<file path="src/lkvc_pkg.sv">
// ----------------------------------------------------------------------------
// lkvc_pkg: shared definitions of the LRU key/value cache
// Request codes, sweep operation codes and the status word of the compare
// unit, used by the sequencer and by the compare/rank unit.
// ----------------------------------------------------------------------------
package lkvc_pkg;

    // Request kinds carried on the input word.
    localparam int CMD_W = 2;
    localparam logic [CMD_W-1:0] CMD_PUT    = 2'd0;
    localparam logic [CMD_W-1:0] CMD_GET    = 2'd1;
    localparam logic [CMD_W-1:0] CMD_REMOVE = 2'd2;

    // Width of the capacity register write word.
    localparam int CFG_W = 5;

    // Operation applied to the recency ranks during the renumbering pass.
    localparam int OP_W = 2;
    localparam logic [OP_W-1:0] OP_NONE    = 2'd0;
    localparam logic [OP_W-1:0] OP_PROMOTE = 2'd1;
    localparam logic [OP_W-1:0] OP_DROP    = 2'd2;
    localparam logic [OP_W-1:0] OP_INSERT  = 2'd3;

    // Status of one entry as seen by the compare unit during the search pass.
    typedef struct packed {
        logic match;   // valid entry holding the requested key
        logic lru;     // valid entry holding the least recent rank
        logic free;    // entry not in use
    } t_scan_hit;

endpackage

</file>
<file path="src/lkvc_ram.sv">
// ----------------------------------------------------------------------------
// lkvc_ram: generic simple dual-port RAM
// One write port and one read port; the read data is registered.
// ----------------------------------------------------------------------------
module lkvc_ram #(
    parameter int WIDTH = 64,
    parameter int DEPTH = 16
) (
    input  logic                     i_clk,
    input  logic                     i_we,
    input  logic [$clog2(DEPTH)-1:0] i_waddr,
    input  logic [WIDTH-1:0]         i_wdata,
    input  logic                     i_re,
    input  logic [$clog2(DEPTH)-1:0] i_raddr,
    output logic [WIDTH-1:0]         o_rdata
);

    logic [WIDTH-1:0] r_mem [DEPTH];
    logic [WIDTH-1:0] r_rdata;

    // Write port.
    always_ff @(posedge i_clk) begin
        if (i_we) begin
            r_mem[i_waddr] <= i_wdata;
        end
    end

    // Registered read port.
    always_ff @(posedge i_clk) begin
        if (i_re) begin
            r_rdata <= r_mem[i_raddr];
        end
    end

    assign o_rdata = r_rdata;

endmodule

</file>
<file path="src/lkvc_rank_unit.sv">
// ----------------------------------------------------------------------------
// lkvc_rank_unit: shared compare and rank update unit
// Looks at one entry per cycle: during the search pass it compares the key
// and the rank, during the renumbering pass it computes the new rank.
// ----------------------------------------------------------------------------
module lkvc_rank_unit #(
    parameter int KEY_BITS = 64,
    parameter int RANK_W   = 4
) (
    input  logic [lkvc_pkg::OP_W-1:0] i_op,
    input  logic [RANK_W-1:0]         i_ref_rank,
    input  logic [RANK_W-1:0]         i_lru_rank,
    input  logic [KEY_BITS-1:0]       i_key_req,
    input  logic [KEY_BITS-1:0]       i_key_rd,
    input  logic [RANK_W-1:0]         i_rank_rd,
    input  logic                      i_entry_valid,
    input  logic                      i_is_target,
    output lkvc_pkg::t_scan_hit       o_hit,
    output logic [RANK_W-1:0]         o_new_rank
);

    // Search side: key match, oldest rank and free entry.
    always_comb begin
        o_hit.match = i_entry_valid && (i_key_rd == i_key_req);
        o_hit.lru   = i_entry_valid && (i_rank_rd == i_lru_rank);
        o_hit.free  = !i_entry_valid;
    end

    // Renumbering side: on a promote or insert the touched entry becomes most recent, others shift.
    always_comb begin
        o_new_rank = i_rank_rd;
        if (i_is_target && (i_op == lkvc_pkg::OP_PROMOTE || i_op == lkvc_pkg::OP_INSERT)) begin
            o_new_rank = '0;
        end else if (i_entry_valid) begin
            unique case (i_op)
                lkvc_pkg::OP_PROMOTE: begin
                    if (i_rank_rd < i_ref_rank) begin
                        o_new_rank = i_rank_rd + RANK_W'(1);
                    end
                end
                lkvc_pkg::OP_DROP: begin
                    if (i_rank_rd > i_ref_rank) begin
                        o_new_rank = i_rank_rd - RANK_W'(1);
                    end
                end
                lkvc_pkg::OP_INSERT: begin
                    o_new_rank = i_rank_rd + RANK_W'(1);
                end
                default: begin
                    o_new_rank = i_rank_rd;
                end
            endcase
        end
    end

endmodule

</file>
<file path="src/lru_key_value_cache.sv">
// ----------------------------------------------------------------------------
// lru_key_value_cache: fully associative key/value store with LRU replacement
// Sequencer, entry state and the key, value and rank memories.
// ----------------------------------------------------------------------------
// One request is handled at a time. A put, or a get or remove that finds its
// key, runs a search pass and then a renumbering pass before the result word
// is loaded; a get or remove that misses, or a word with the unused command
// code, runs the search pass only. The next request is taken once the
// sequencer is back in idle after the result word is loaded. The handling
// time is set by the single read port of the key, value and rank memories:
// one pass over all entries searches for the key, the oldest entry and a
// free slot, and a second pass renumbers the recency ranks, one entry per
// cycle through one compare/rank unit. A finished result waits in
// an output register while the next request is taken. Capacity writes are
// taken at any time but only change the register while the store is empty;
// 0 counts as 1 and values above ENTRIES as ENTRIES.
module lru_key_value_cache #(
    parameter int ENTRIES    = 16,
    parameter int KEY_BITS   = 64,
    parameter int VALUE_BITS = 64
) (
    input  logic                         i_clk,
    input  logic                         i_rst_n,
    // Request channel
    input  logic                         i_valid,
    output logic                         o_stall,
    input  logic [lkvc_pkg::CMD_W-1:0]   i_cmd,
    input  logic [KEY_BITS-1:0]          i_key,
    input  logic [VALUE_BITS-1:0]        i_value,
    // Result channel
    output logic                         o_valid,
    input  logic                         i_stall,
    output logic                         o_hit,
    output logic [VALUE_BITS-1:0]        o_read_value,
    output logic                         o_evicted_valid,
    output logic [KEY_BITS-1:0]          o_victim_key,
    // Capacity register write channel
    input  logic                         i_cfg_valid,
    output logic                         o_cfg_ready,
    input  logic [lkvc_pkg::CFG_W-1:0]   i_cfg_data
);

    localparam int IDX_W  = $clog2(ENTRIES);
    localparam int RANK_W = IDX_W;
    localparam int CNT_W  = $clog2(ENTRIES + 1);
    localparam logic [IDX_W-1:0] LAST_IDX = IDX_W'(ENTRIES - 1);

    // Sequencer states.
    localparam logic [2:0] S_IDLE   = 3'd0;
    localparam logic [2:0] S_SCAN   = 3'd1;
    localparam logic [2:0] S_DECIDE = 3'd2;
    localparam logic [2:0] S_UPD    = 3'd3;
    localparam logic [2:0] S_DONE   = 3'd4;

    logic [2:0]                 r_state;
    logic [lkvc_pkg::CMD_W-1:0] r_cmd;
    logic [KEY_BITS-1:0]        r_key;
    logic [VALUE_BITS-1:0]      r_value;

    // Sweep address and read pipeline.
    logic                       r_issue;
    logic [IDX_W-1:0]           r_idx;
    logic                       r_pend;
    logic [IDX_W-1:0]           r_pidx;

    // Search pass results.
    logic                       r_found;
    logic [IDX_W-1:0]           r_slot;
    logic [RANK_W-1:0]          r_slot_rank;
    logic [VALUE_BITS-1:0]      r_rd_value;
    logic                       r_lru_found;
    logic [IDX_W-1:0]           r_lru_slot;
    logic [KEY_BITS-1:0]        r_lru_key;
    logic                       r_free_found;
    logic [IDX_W-1:0]           r_free_slot;

    // Renumbering pass control.
    logic [lkvc_pkg::OP_W-1:0]  r_op;
    logic [IDX_W-1:0]           r_tslot;
    logic [RANK_W-1:0]          r_ref_rank;

    // Result being built and output register.
    logic                       r_hit;
    logic [VALUE_BITS-1:0]      r_res_value;
    logic                       r_ev_valid;
    logic [KEY_BITS-1:0]        r_ev_key;
    logic                       r_out_valid;
    logic                       r_out_hit;
    logic [VALUE_BITS-1:0]      r_out_value;
    logic                       r_out_ev_valid;
    logic [KEY_BITS-1:0]        r_out_ev_key;

    // Entry bookkeeping.
    logic [ENTRIES-1:0]         r_valid;
    logic [CNT_W-1:0]           r_count;
    logic [CNT_W-1:0]           r_cap;
    logic [CNT_W-1:0]           n_cap;

    // Memory and unit signals.
    logic [KEY_BITS-1:0]        key_rd;
    logic [VALUE_BITS-1:0]      value_rd;
    logic [RANK_W-1:0]          rank_rd;
    logic                       key_we;
    logic                       value_we;
    logic [IDX_W-1:0]           value_waddr;
    logic                       rank_we;
    logic [RANK_W-1:0]          new_rank;
    logic [CNT_W-1:0]           count_m1;
    lkvc_pkg::t_scan_hit        scan_hit;

    logic                       in_accept;
    logic                       out_free;
    logic                       evict_now;
    logic [IDX_W-1:0]           ins_slot;
    logic                       scan_last;
    logic                       upd_last;

    // Handshakes.
    assign o_stall     = (r_state != S_IDLE);
    assign in_accept   = i_valid && (r_state == S_IDLE);
    assign out_free    = !r_out_valid || !i_stall;
    assign o_cfg_ready = 1'b1;

    assign scan_last = (r_state == S_SCAN) && r_pend && (r_pidx == LAST_IDX);
    assign upd_last  = (r_state == S_UPD) && r_pend && (r_pidx == LAST_IDX);

    // Capacity write clamped to the store size.
    always_comb begin
        if (i_cfg_data == '0) begin
            n_cap = CNT_W'(1);
        end else if (32'(i_cfg_data) > ENTRIES) begin
            n_cap = CNT_W'(ENTRIES);
        end else begin
            n_cap = CNT_W'(i_cfg_data);
        end
    end

    // Insertion choice: evict the oldest entry when full, reuse the lowest free slot.
    assign count_m1  = r_count - CNT_W'(1);
    assign evict_now = (r_count >= r_cap) && (r_count != '0) && r_lru_found;
    always_comb begin
        if (evict_now && !(r_free_found && (r_free_slot < r_lru_slot))) begin
            ins_slot = r_lru_slot;
        end else begin
            ins_slot = r_free_slot;
        end
    end

    // Memory write enables.
    assign key_we   = (r_state == S_DECIDE) && (r_cmd == lkvc_pkg::CMD_PUT) && !r_found;
    assign value_we = (r_state == S_DECIDE) && (r_cmd == lkvc_pkg::CMD_PUT);
    assign value_waddr = r_found ? r_slot : ins_slot;
    assign rank_we  = (r_state == S_UPD) && r_pend;

    lkvc_ram #(
        .WIDTH (KEY_BITS),
        .DEPTH (ENTRIES)
    ) u_key_ram (
        .i_clk   (i_clk),
        .i_we    (key_we),
        .i_waddr (ins_slot),
        .i_wdata (r_key),
        .i_re    (r_issue),
        .i_raddr (r_idx),
        .o_rdata (key_rd)
    );

    lkvc_ram #(
        .WIDTH (VALUE_BITS),
        .DEPTH (ENTRIES)
    ) u_value_ram (
        .i_clk   (i_clk),
        .i_we    (value_we),
        .i_waddr (value_waddr),
        .i_wdata (r_value),
        .i_re    (r_issue),
        .i_raddr (r_idx),
        .o_rdata (value_rd)
    );

    lkvc_ram #(
        .WIDTH (RANK_W),
        .DEPTH (ENTRIES)
    ) u_rank_ram (
        .i_clk   (i_clk),
        .i_we    (rank_we),
        .i_waddr (r_pidx),
        .i_wdata (new_rank),
        .i_re    (r_issue),
        .i_raddr (r_idx),
        .o_rdata (rank_rd)
    );

    // Shared compare and rank unit, one entry per cycle.
    lkvc_rank_unit #(
        .KEY_BITS (KEY_BITS),
        .RANK_W   (RANK_W)
    ) u_rank_unit (
        .i_op          (r_op),
        .i_ref_rank    (r_ref_rank),
        .i_lru_rank    (count_m1[RANK_W-1:0]),
        .i_key_req     (r_key),
        .i_key_rd      (key_rd),
        .i_rank_rd     (rank_rd),
        .i_entry_valid (r_valid[r_pidx]),
        .i_is_target   (r_pidx == r_tslot),
        .o_hit         (scan_hit),
        .o_new_rank    (new_rank)
    );

    // Sequencer and entry bookkeeping.
    always_ff @(posedge i_clk) begin
        if (!i_rst_n) begin
            r_state      <= S_IDLE;
            r_issue      <= 1'b0;
            r_pend       <= 1'b0;
            r_found      <= 1'b0;
            r_lru_found  <= 1'b0;
            r_free_found <= 1'b0;
            r_op         <= lkvc_pkg::OP_NONE;
            r_valid      <= '0;
            r_count      <= '0;
            r_cap        <= CNT_W'(ENTRIES);
            r_out_valid  <= 1'b0;
        end else begin
            // Read pipeline follows the issued address in the next cycle.
            r_pend <= r_issue;
            if (r_issue && r_idx == LAST_IDX) begin
                r_issue <= 1'b0;
            end

            // Capacity register, only while the store is empty.
            if (i_cfg_valid && o_cfg_ready && r_count == '0) begin
                r_cap <= n_cap;
            end

            // Result word leaves the output register unless a new one replaces it.
            if (r_out_valid && !i_stall && r_state != S_DONE) begin
                r_out_valid <= 1'b0;
            end

            unique case (r_state)
                S_IDLE: begin
                    if (in_accept) begin
                        r_state      <= S_SCAN;
                        r_issue      <= 1'b1;
                        r_found      <= 1'b0;
                        r_lru_found  <= 1'b0;
                        r_free_found <= 1'b0;
                        r_op         <= lkvc_pkg::OP_NONE;
                    end
                end
                S_SCAN: begin
                    if (r_pend) begin
                        if (scan_hit.match && !r_found) begin
                            r_found <= 1'b1;
                        end
                        if (scan_hit.lru && !r_lru_found) begin
                            r_lru_found <= 1'b1;
                        end
                        if (scan_hit.free && !r_free_found) begin
                            r_free_found <= 1'b1;
                        end
                    end
                    if (scan_last) begin
                        r_state <= S_DECIDE;
                    end
                end
                S_DECIDE: begin
                    unique case (r_cmd)
                        lkvc_pkg::CMD_PUT: begin
                            if (r_found) begin
                                r_op <= lkvc_pkg::OP_PROMOTE;
                            end else begin
                                r_op <= lkvc_pkg::OP_INSERT;
                                if (evict_now) begin
                                    // The victim slot is freed unless it is reused at once.
                                    if (ins_slot != r_lru_slot) begin
                                        r_valid[r_lru_slot] <= 1'b0;
                                    end
                                end else begin
                                    r_count <= r_count + CNT_W'(1);
                                end
                                r_valid[ins_slot] <= 1'b1;
                            end
                            r_state <= S_UPD;
                            r_issue <= 1'b1;
                        end
                        lkvc_pkg::CMD_GET: begin
                            if (r_found) begin
                                r_op    <= lkvc_pkg::OP_PROMOTE;
                                r_state <= S_UPD;
                                r_issue <= 1'b1;
                            end else begin
                                r_state <= S_DONE;
                            end
                        end
                        lkvc_pkg::CMD_REMOVE: begin
                            if (r_found) begin
                                r_op           <= lkvc_pkg::OP_DROP;
                                r_valid[r_slot] <= 1'b0;
                                r_count        <= count_m1;
                                r_state        <= S_UPD;
                                r_issue        <= 1'b1;
                            end else begin
                                r_state <= S_DONE;
                            end
                        end
                        default: begin
                            r_op    <= lkvc_pkg::OP_NONE;
                            r_state <= S_DONE;
                        end
                    endcase
                end
                S_UPD: begin
                    if (upd_last) begin
                        r_state <= S_DONE;
                    end
                end
                S_DONE: begin
                    if (out_free) begin
                        r_out_valid <= 1'b1;
                        r_state     <= S_IDLE;
                    end
                end
                default: begin
                    r_state <= S_IDLE;
                end
            endcase
        end
    end

    // Request word, search captures and result fields.
    always_ff @(posedge i_clk) begin
        if (r_issue) begin
            r_idx <= r_idx + IDX_W'(1);
        end
        r_pidx <= r_idx;

        unique case (r_state)
            S_IDLE: begin
                if (in_accept) begin
                    r_cmd       <= i_cmd;
                    r_key       <= i_key;
                    r_value     <= i_value;
                    r_idx       <= '0;
                    r_hit       <= 1'b0;
                    r_res_value <= '0;
                    r_ev_valid  <= 1'b0;
                    r_ev_key    <= '0;
                end
            end
            S_SCAN: begin
                if (r_pend) begin
                    if (scan_hit.match && !r_found) begin
                        r_slot      <= r_pidx;
                        r_slot_rank <= rank_rd;
                        r_rd_value  <= value_rd;
                    end
                    if (scan_hit.lru && !r_lru_found) begin
                        r_lru_slot <= r_pidx;
                        r_lru_key  <= key_rd;
                    end
                    if (scan_hit.free && !r_free_found) begin
                        r_free_slot <= r_pidx;
                    end
                end
            end
            S_DECIDE: begin
                r_idx      <= '0;
                r_tslot    <= r_found ? r_slot : ins_slot;
                r_ref_rank <= r_slot_rank;
                if (r_found && r_cmd != lkvc_pkg::CMD_PUT && r_cmd != lkvc_pkg::CMD_GET
                        && r_cmd != lkvc_pkg::CMD_REMOVE) begin
                    r_hit <= 1'b0;
                end else begin
                    r_hit <= r_found;
                end
                if (r_found && r_cmd == lkvc_pkg::CMD_GET) begin
                    r_res_value <= r_rd_value;
                end
                if (!r_found && r_cmd == lkvc_pkg::CMD_PUT && evict_now) begin
                    r_ev_valid <= 1'b1;
                    r_ev_key   <= r_lru_key;
                end
            end
            S_UPD: begin
            end
            S_DONE: begin
                if (out_free) begin
                    r_out_hit      <= r_hit;
                    r_out_value    <= r_res_value;
                    r_out_ev_valid <= r_ev_valid;
                    r_out_ev_key   <= r_ev_key;
                end
            end
            default: begin
            end
        endcase
    end

    // Result word.
    assign o_valid         = r_out_valid;
    assign o_hit           = r_out_hit;
    assign o_read_value    = r_out_value;
    assign o_evicted_valid = r_out_ev_valid;
    assign o_victim_key    = r_out_ev_key;

endmodule

</file>
<file path="config.mk">
export PLATFORM = sky130hd
export DESIGN_NAME = lru_key_value_cache
export DESIGN_NICKNAME = d
export VERILOG_FILES = /design/src/lkvc_pkg.sv /design/src/lkvc_ram.sv /design/src/lkvc_rank_unit.sv /design/src/lru_key_value_cache.sv
export SDC_FILE = /design/constraint.sdc
export NUM_CORES = 2
export LEC_CHECK = 0
export ABC_AREA = 1
export BUFFER_PORTS_ARGS = -buffer_cell sky130_fd_sc_hd__buf_2
export CAP_MARGIN = 15
export CORE_MARGIN = 4
export CORE_UTILIZATION = 50
export DETAILED_ROUTE_END_ITERATION = 8
export PLACE_DENSITY_LB_ADDON = 0.3
export SLEW_MARGIN = 20
export SYNTH_ARGS = -nofsm -noshare
export SYNTH_HDL_FRONTEND = slang
export SYNTH_SLANG_ARGS = --single-unit
</file>
<file path="constraint.sdc">
create_clock -name i_clk -period 15.2 [get_ports i_clk]
set_clock_uncertainty 0.15 [all_clocks]
set_input_delay 3.04 -clock i_clk [delete_from_list [all_inputs] [get_ports i_clk]]
set_output_delay 3.04 -clock i_clk [all_outputs]
set_load 0.01 [all_outputs]
</file>
After elaboration in Yosys (flattened, before gate mapping)

Memories as Yosys holds them, arrays and structs flattened. A register that Yosys moved wholly into a read port is not among the register bits.
Cells that the tools add are included.
Widths: inputs -> output; s select.

$add $sub $neg: 5
Order comparisons: 12
Equality and inequality tests: 33
Mux-type cells: 79
Bitwise logic cells: 5
Reductions and logical operators: 65

Operators by type and width:

| cell               | number |
|---|---|
| $pmux 64 s2        | 2 |
| $mux 64            | 3 |
| $mux 16            | 8 |
| $eq 64x64->1       | 1 |
| $and 16x16->16     | 2 |
| $mux 4             | 8 |
| $not 16->16        | 2 |
| $pmux 16 s2        | 1 |
| $logic_and 1x1->1  | 30 |
| $mux 1             | 25 |
| $mux 5             | 5 |
| $reduce_and 4->1   | 6 |
| $lt 4x5->1 const B | 4 |
| $ne 2x2->1 const B | 9 |
| $or 16x16->16      | 1 |
| $mux 3             | 5 |
| $pmux 3 s5         | 1 |
| $reduce_and 3->1   | 5 |
| $pmux 1 s2         | 7 |
| $demux 1 s4        | 3 |
| $ge 4x1->1 const B | 3 |
| $ne 2x1->1 const B | 6 |
| $pmux 4 s3         | 1 |
| $logic_not 5->1    | 2 |
| other kinds (34)   | 59 |

Flip-flop bits (word level): 587
Memory bits (writable): 2112
Input bits: 140
Output and inout bits: 133
Word-level logic and storage cells: 234
Memories: 3

Memories:

| name              | depth | width | rd ports | clocked after Yosys merged registers in | write ports | line           | text |
|---|---|---|---|---|---|---|---|
| u_key_ram.r_mem   | 16    | 64    | 1        | 1                                       | 1           | lkvc_ram.sv:18 | `logic [WIDTH-1:0] r_mem [DEPTH];` |
| u_value_ram.r_mem | 16    | 64    | 1        | 1                                       | 1           | lkvc_ram.sv:18 |  |
| u_rank_ram.r_mem  | 16    | 4     | 1        | 1                                       | 1           | lkvc_ram.sv:18 |  |

Depth between registers and ports, before layout

Word-level depth: 15
Mapped depth: 19
Depth with buffers taken out: 18

Cells and area by module

From an unflattened synthesis, not the netlist that was laid out.

Cells, all modules: 10417
Area, all modules: 117316.3 µm²

By module, submodules not included:

| module                    | times used | cells an instance | area each (µm²) | seq. area each (µm²) |
|---|---|---|---|---|
| lkvc_ram at u_key_ram ... | 2          | 4210              | 45926.5         | 32671.3 |
| lru_key_value_cache       | 1          | 1393              | 20925.1         | 17176.5 |
| lkvc_ram at u_rank_ram    | 1          | 290               | 3006.6          | 2042.0 |
| lkvc_rank_unit            | 1          | 314               | 1531.5          | 0.0 |

Worst setup path after synthesis

Ideal clock, no wire load.

Path type: input to register
Start point: input i_valid
End point: register r_res_value[0] (enable)
Library setup time: 574 ps
Data arrival time: 11918 ps
Required time: 14476 ps
Path slack: 2558 ps
Stages on the path: 4
Buffers on the path: 0
Cell sequence: inv_1 nor2_1 inv_1 o21ai_0

Cells in the longest elaborated chain, start to end: 3

Ends and longest elaborated chain:

| element                    | line                       | text |
|---|---|---|
| start: declaration         | lru_key_value_cache.sv:25  | `input logic i_valid,` |
| $logic_and 1x1->1          | lru_key_value_cache.sv:120 | `assign in_accept = i_valid && (r_state == S_IDLE);` |
| $ne 2x2->1 (no line)       | -                          |  |
| $reduce_and 3->1 (no line) | -                          |  |
| end signal: assignment     | lru_key_value_cache.sv:380 | `r_res_value <= r_rd_value;` |
| end: declaration           | lru_key_value_cache.sv:84  | `logic [VALUE_BITS-1:0] r_res_value;` |

No other way between the ends.
A chain may end at the register's enable or synchronous reset.

Worst setup path after layout

Start point: input i_valid
End point: register r_key[14] (enable)

Cells in the longest elaborated chain, start to end: 2

Ends and longest elaborated chain:

| element                    | line                       | text |
|---|---|---|
| $logic_and 1x1->1          | lru_key_value_cache.sv:120 |  |
| $reduce_and 2->1 (no line) | -                          |  |
| end signal: assignment     | lru_key_value_cache.sv:344 | `r_key <= i_key;` |
| end: declaration           | lru_key_value_cache.sv:57  | `logic [KEY_BITS-1:0] r_key;` |

No other way between the ends.

==> run_results.csv <==
group,metric,value,unit
power,power_density,167,mW/mm^2
final_layout,fill_cells,16200,
drt,antenna_left,0,
timing,timing.final.crit_share,35.7,%
setup_path,path_common_cell,"buf_4",
die,num_rows,169,
logic_synthesis,ys_ff_latch,2831,
clocking,cts_max_level,5,
timing,worstMarginPinSlew,1.18,ns
grt,grt_max_degree,223,
drt,via_count,66200,
die,top_level_ports,273,
worst_hold_path,hp-class,"flip-flop to flip-flop",
setup_path,crit_arrival,5.82,ns
placed_design,dp_hpwl,146,mm
setup_path,reg2reg_setup_slack,10.11,ns
final_layout,fin_nets,8027,
power,p_leak,40.8,nW
grt,grt_pass1_wl,414,mm
clocking,clock_latency,0.94,ns
placed_design,io_buffers,271,
die,core,0.213,mm^2
grt,antenna_found_initial,15,
setup_path,crit_buf_inv,5,
drt,drt_iter0_drc,9183,
logic_synthesis,syn-num-nets,7790,
timing,setup_viol,0,
timing,fin_crit,5.43,ns
timing,slew_headroom,21.1,%
drt,wirelength,284,mm
timing,report.final.slew_viol_count,0,
timing,rsz0062_at_grt,"false",
final_layout,layout_commonest_cell,"edfxtp_1",
drt,wl_per_cell,26.0,um
drt,drc,0,
placed_design,placed_area,0.112,mm^2
timing,max_freq,0.184,GHz
die,die_area,0.222,mm^2
power,peakVddDrop,0.000151,V
placed_design,dp_cells,10400,
setup_path,critPathMaxStageDelay,0.95,ns
die,die_h,471,um
final_layout,design_area,0.121,mm^2
logic_synthesis,synthesis.instances,7628,
die,die_w,471,um
grt,grt_overflow,0,
clocking,clockBufferDepth,4,
logic_synthesis,ys.flop_type,"edfxtp_1",
timing,hold_ws,0.254,ns
setup_path,path_cells,"buf_2, inv_1, nor2_4, buf_4, buf_4, buf_4",
timing,final.setup.worst_slack,9.77,ns
drt,firstDrtPassIters,6,
logic_synthesis,syn_area,0.107,mm^2
final_layout,multi_input_area,0.0202,mm^2
grt,grt_pass1_vias,63900,
drt,via_per_inst,6.07,
logic_synthesis,avgSynthCellArea,14.1,um^2
final_layout,seqCellArea,0.0846,mm^2
grt,grt_usage,24.9,%
setup_path,critPathCaptureType,"flip-flop",
logic_synthesis,ys_types,50,
setup_path,critPathSlowestCell,"buf_4",
clocking,clockRootBuffer,"clkbuf_16",
final_layout,syn2layout_area_growth,12.7,%
final_layout,finalNonFillerCells,10900,
status,status,"finished, final reports clean",
setup_path,crit_required,15.59,ns
timing,final-hold-violation-count,0,
logic_synthesis,synthArstFlopShare,0,%
clocking,cts_buffers,300,
logic_synthesis,yosysSeqAreaShare,78.7,%
logic_synthesis,ys_warn_count,0,
logic_synthesis,synth_edf_count,2786,
timing,setup-tns-final,0,ns
die,start_util,50.4,%
setup_path,critPathTopFamily,"buffers and inverters",
setup_path,cp_max_fo,49,
clocking,cts_sinks,2831,
final_layout,drive_gt1_share,11.2,%
clocking,cts_resized,0,
clocking,ctsHoldBuffers,0,
clocking,cts_tree,"done",
setup_path,start_kind,"input pin",
placed_design,pre_cts_ws,8.80,ns
clocking,cts_setup_buffers,0,
clocking,worst_setup_hold_path_clk_slew,0.06,ns
placed_design,place.gp.congestion,0.949,
job,drv_cap,0,
setup_path,crit_type,"input pin to flip-flop",
final_layout,layout_common_cells,"edfxtp_1, nor2_1, o21ai_0, nand2_1, clkbuf_16",
## layer usage
layer	routed length [um]	vias up	track usage, %
met3	31000	638	5.84
met4	10700	10	9.14
met1	114000	33000	35.6
met2	127000	3790	37.5
met5	60	-	0
li1	-	28800	-
## stage by stage
stage	power, mW	utilization (%)
6_report	20.2	56.9
2_1_floorplan	12.0	-
5_1_grt	21.0	56.9
4_1_cts	20.2	56.8
3_5_place_dp	13.3	52.5
3_3_place_gp	13.1	52.5
## flip-flops by register name, indices dropped and copies added (netlist names), 5 cells and up
register             cells
r_value                 64
r_key                   64
r_lru_key               64
r_res_value             64
u_rank_ram.r_mem        64
u_key_ram.o_rdata       64
u_key_ram.r_mem       1024
o_victim_key            64
o_read_value            64
r_rd_value              64
u_value_ram.o_rdata     64
r_cap                    5
u_value_ram.r_mem     1024
r_count                  5
r_ev_key                64
r_valid                 16
## logic make-up after synthesis
logic type / Yosys count / share of synthesized area [%]
AO/OA/AOI/OAI: 1732 / 9.46
XOR/XNOR: 33 / 0.269
adder cells (fa/ha/maj): 22 / 0.256
buffers and inverters: 749 / 2.68
flip-flops: 2831 / 78.7
multiplexers: 7 / 0.0652
other: 1 / 0.00349
AND/OR/NAND/NOR: 2253 / 8.54
## cells in the mapped netlist (4+ instances only)
master / count / share of area [%]
nor3_1: 32 / 0.15
nor4_1: 12 / 0.070
a21oi_2: 16 / 0.13
o31ai_1: 4 / 0.028
xnor2_1: 7 / 0.057
or2_2: 34 / 0.20
buf_1: 29 / 0.10
dfxtp_1: 45 / 0.84
xor2_1: 26 / 0.21
nand2_1: 776 / 2.7
o22ai_1: 259 / 1.5
a21oi_1: 184 / 0.86
o21ai_0: 964 / 4.5
edfxtp_1: 2786 / 78
nor2_1: 1095 / 3.8
inv_1: 292 / 1.0
clkbuf_1: 383 / 1.3
nand3_1: 182 / 0.85
a31oi_1: 7 / 0.041
o211ai_1: 28 / 0.20
a221oi_1: 75 / 0.61
a22oi_1: 8 / 0.056
buf_2: 31 / 0.14
ha_1: 22 / 0.26
nand2_2: 13 / 0.076
nand4_1: 100 / 0.58
o221ai_1: 166 / 1.4
inv_2: 6 / 0.021
o32ai_1: 5 / 0.041
mux2i_1: 7 / 0.065
## final timing paths
path	start	to	depth (start not counted)
worst min-delay path	r_res_value[43]	o_read_value[43]	0
worst max register to register	r_count[0]	u_value_ram.r_mem[7][10]	14
worst min register to register	r_res_value[43]	o_read_value[43]	0
worst max-delay path	i_valid	r_key[14]	6
## area by class of cell
type | instances | share of cell area, %
clock inverter | 136 | 1.03
antenna | 11 | 0.0227
timing repair buffer | 384 | 1.90
sequential | 2831 | 69.9
multi-input combinational | 4048 | 16.7
inverter | 300 | 0.962
tap | 2821 | 2.92
clock buffer | 377 | 6.60
## where the power goes
part / switching [mW] / total [mW] / internal, mW
Sequential: 0.502 / 9.83 / 9.33
Combinational: 2.45 / 3.36 / 0.908
Clock: 2.89 / 6.98 / 4.09
Total: 5.84 / 20.2 / 14.3
(Power assumes the default switching activity.)
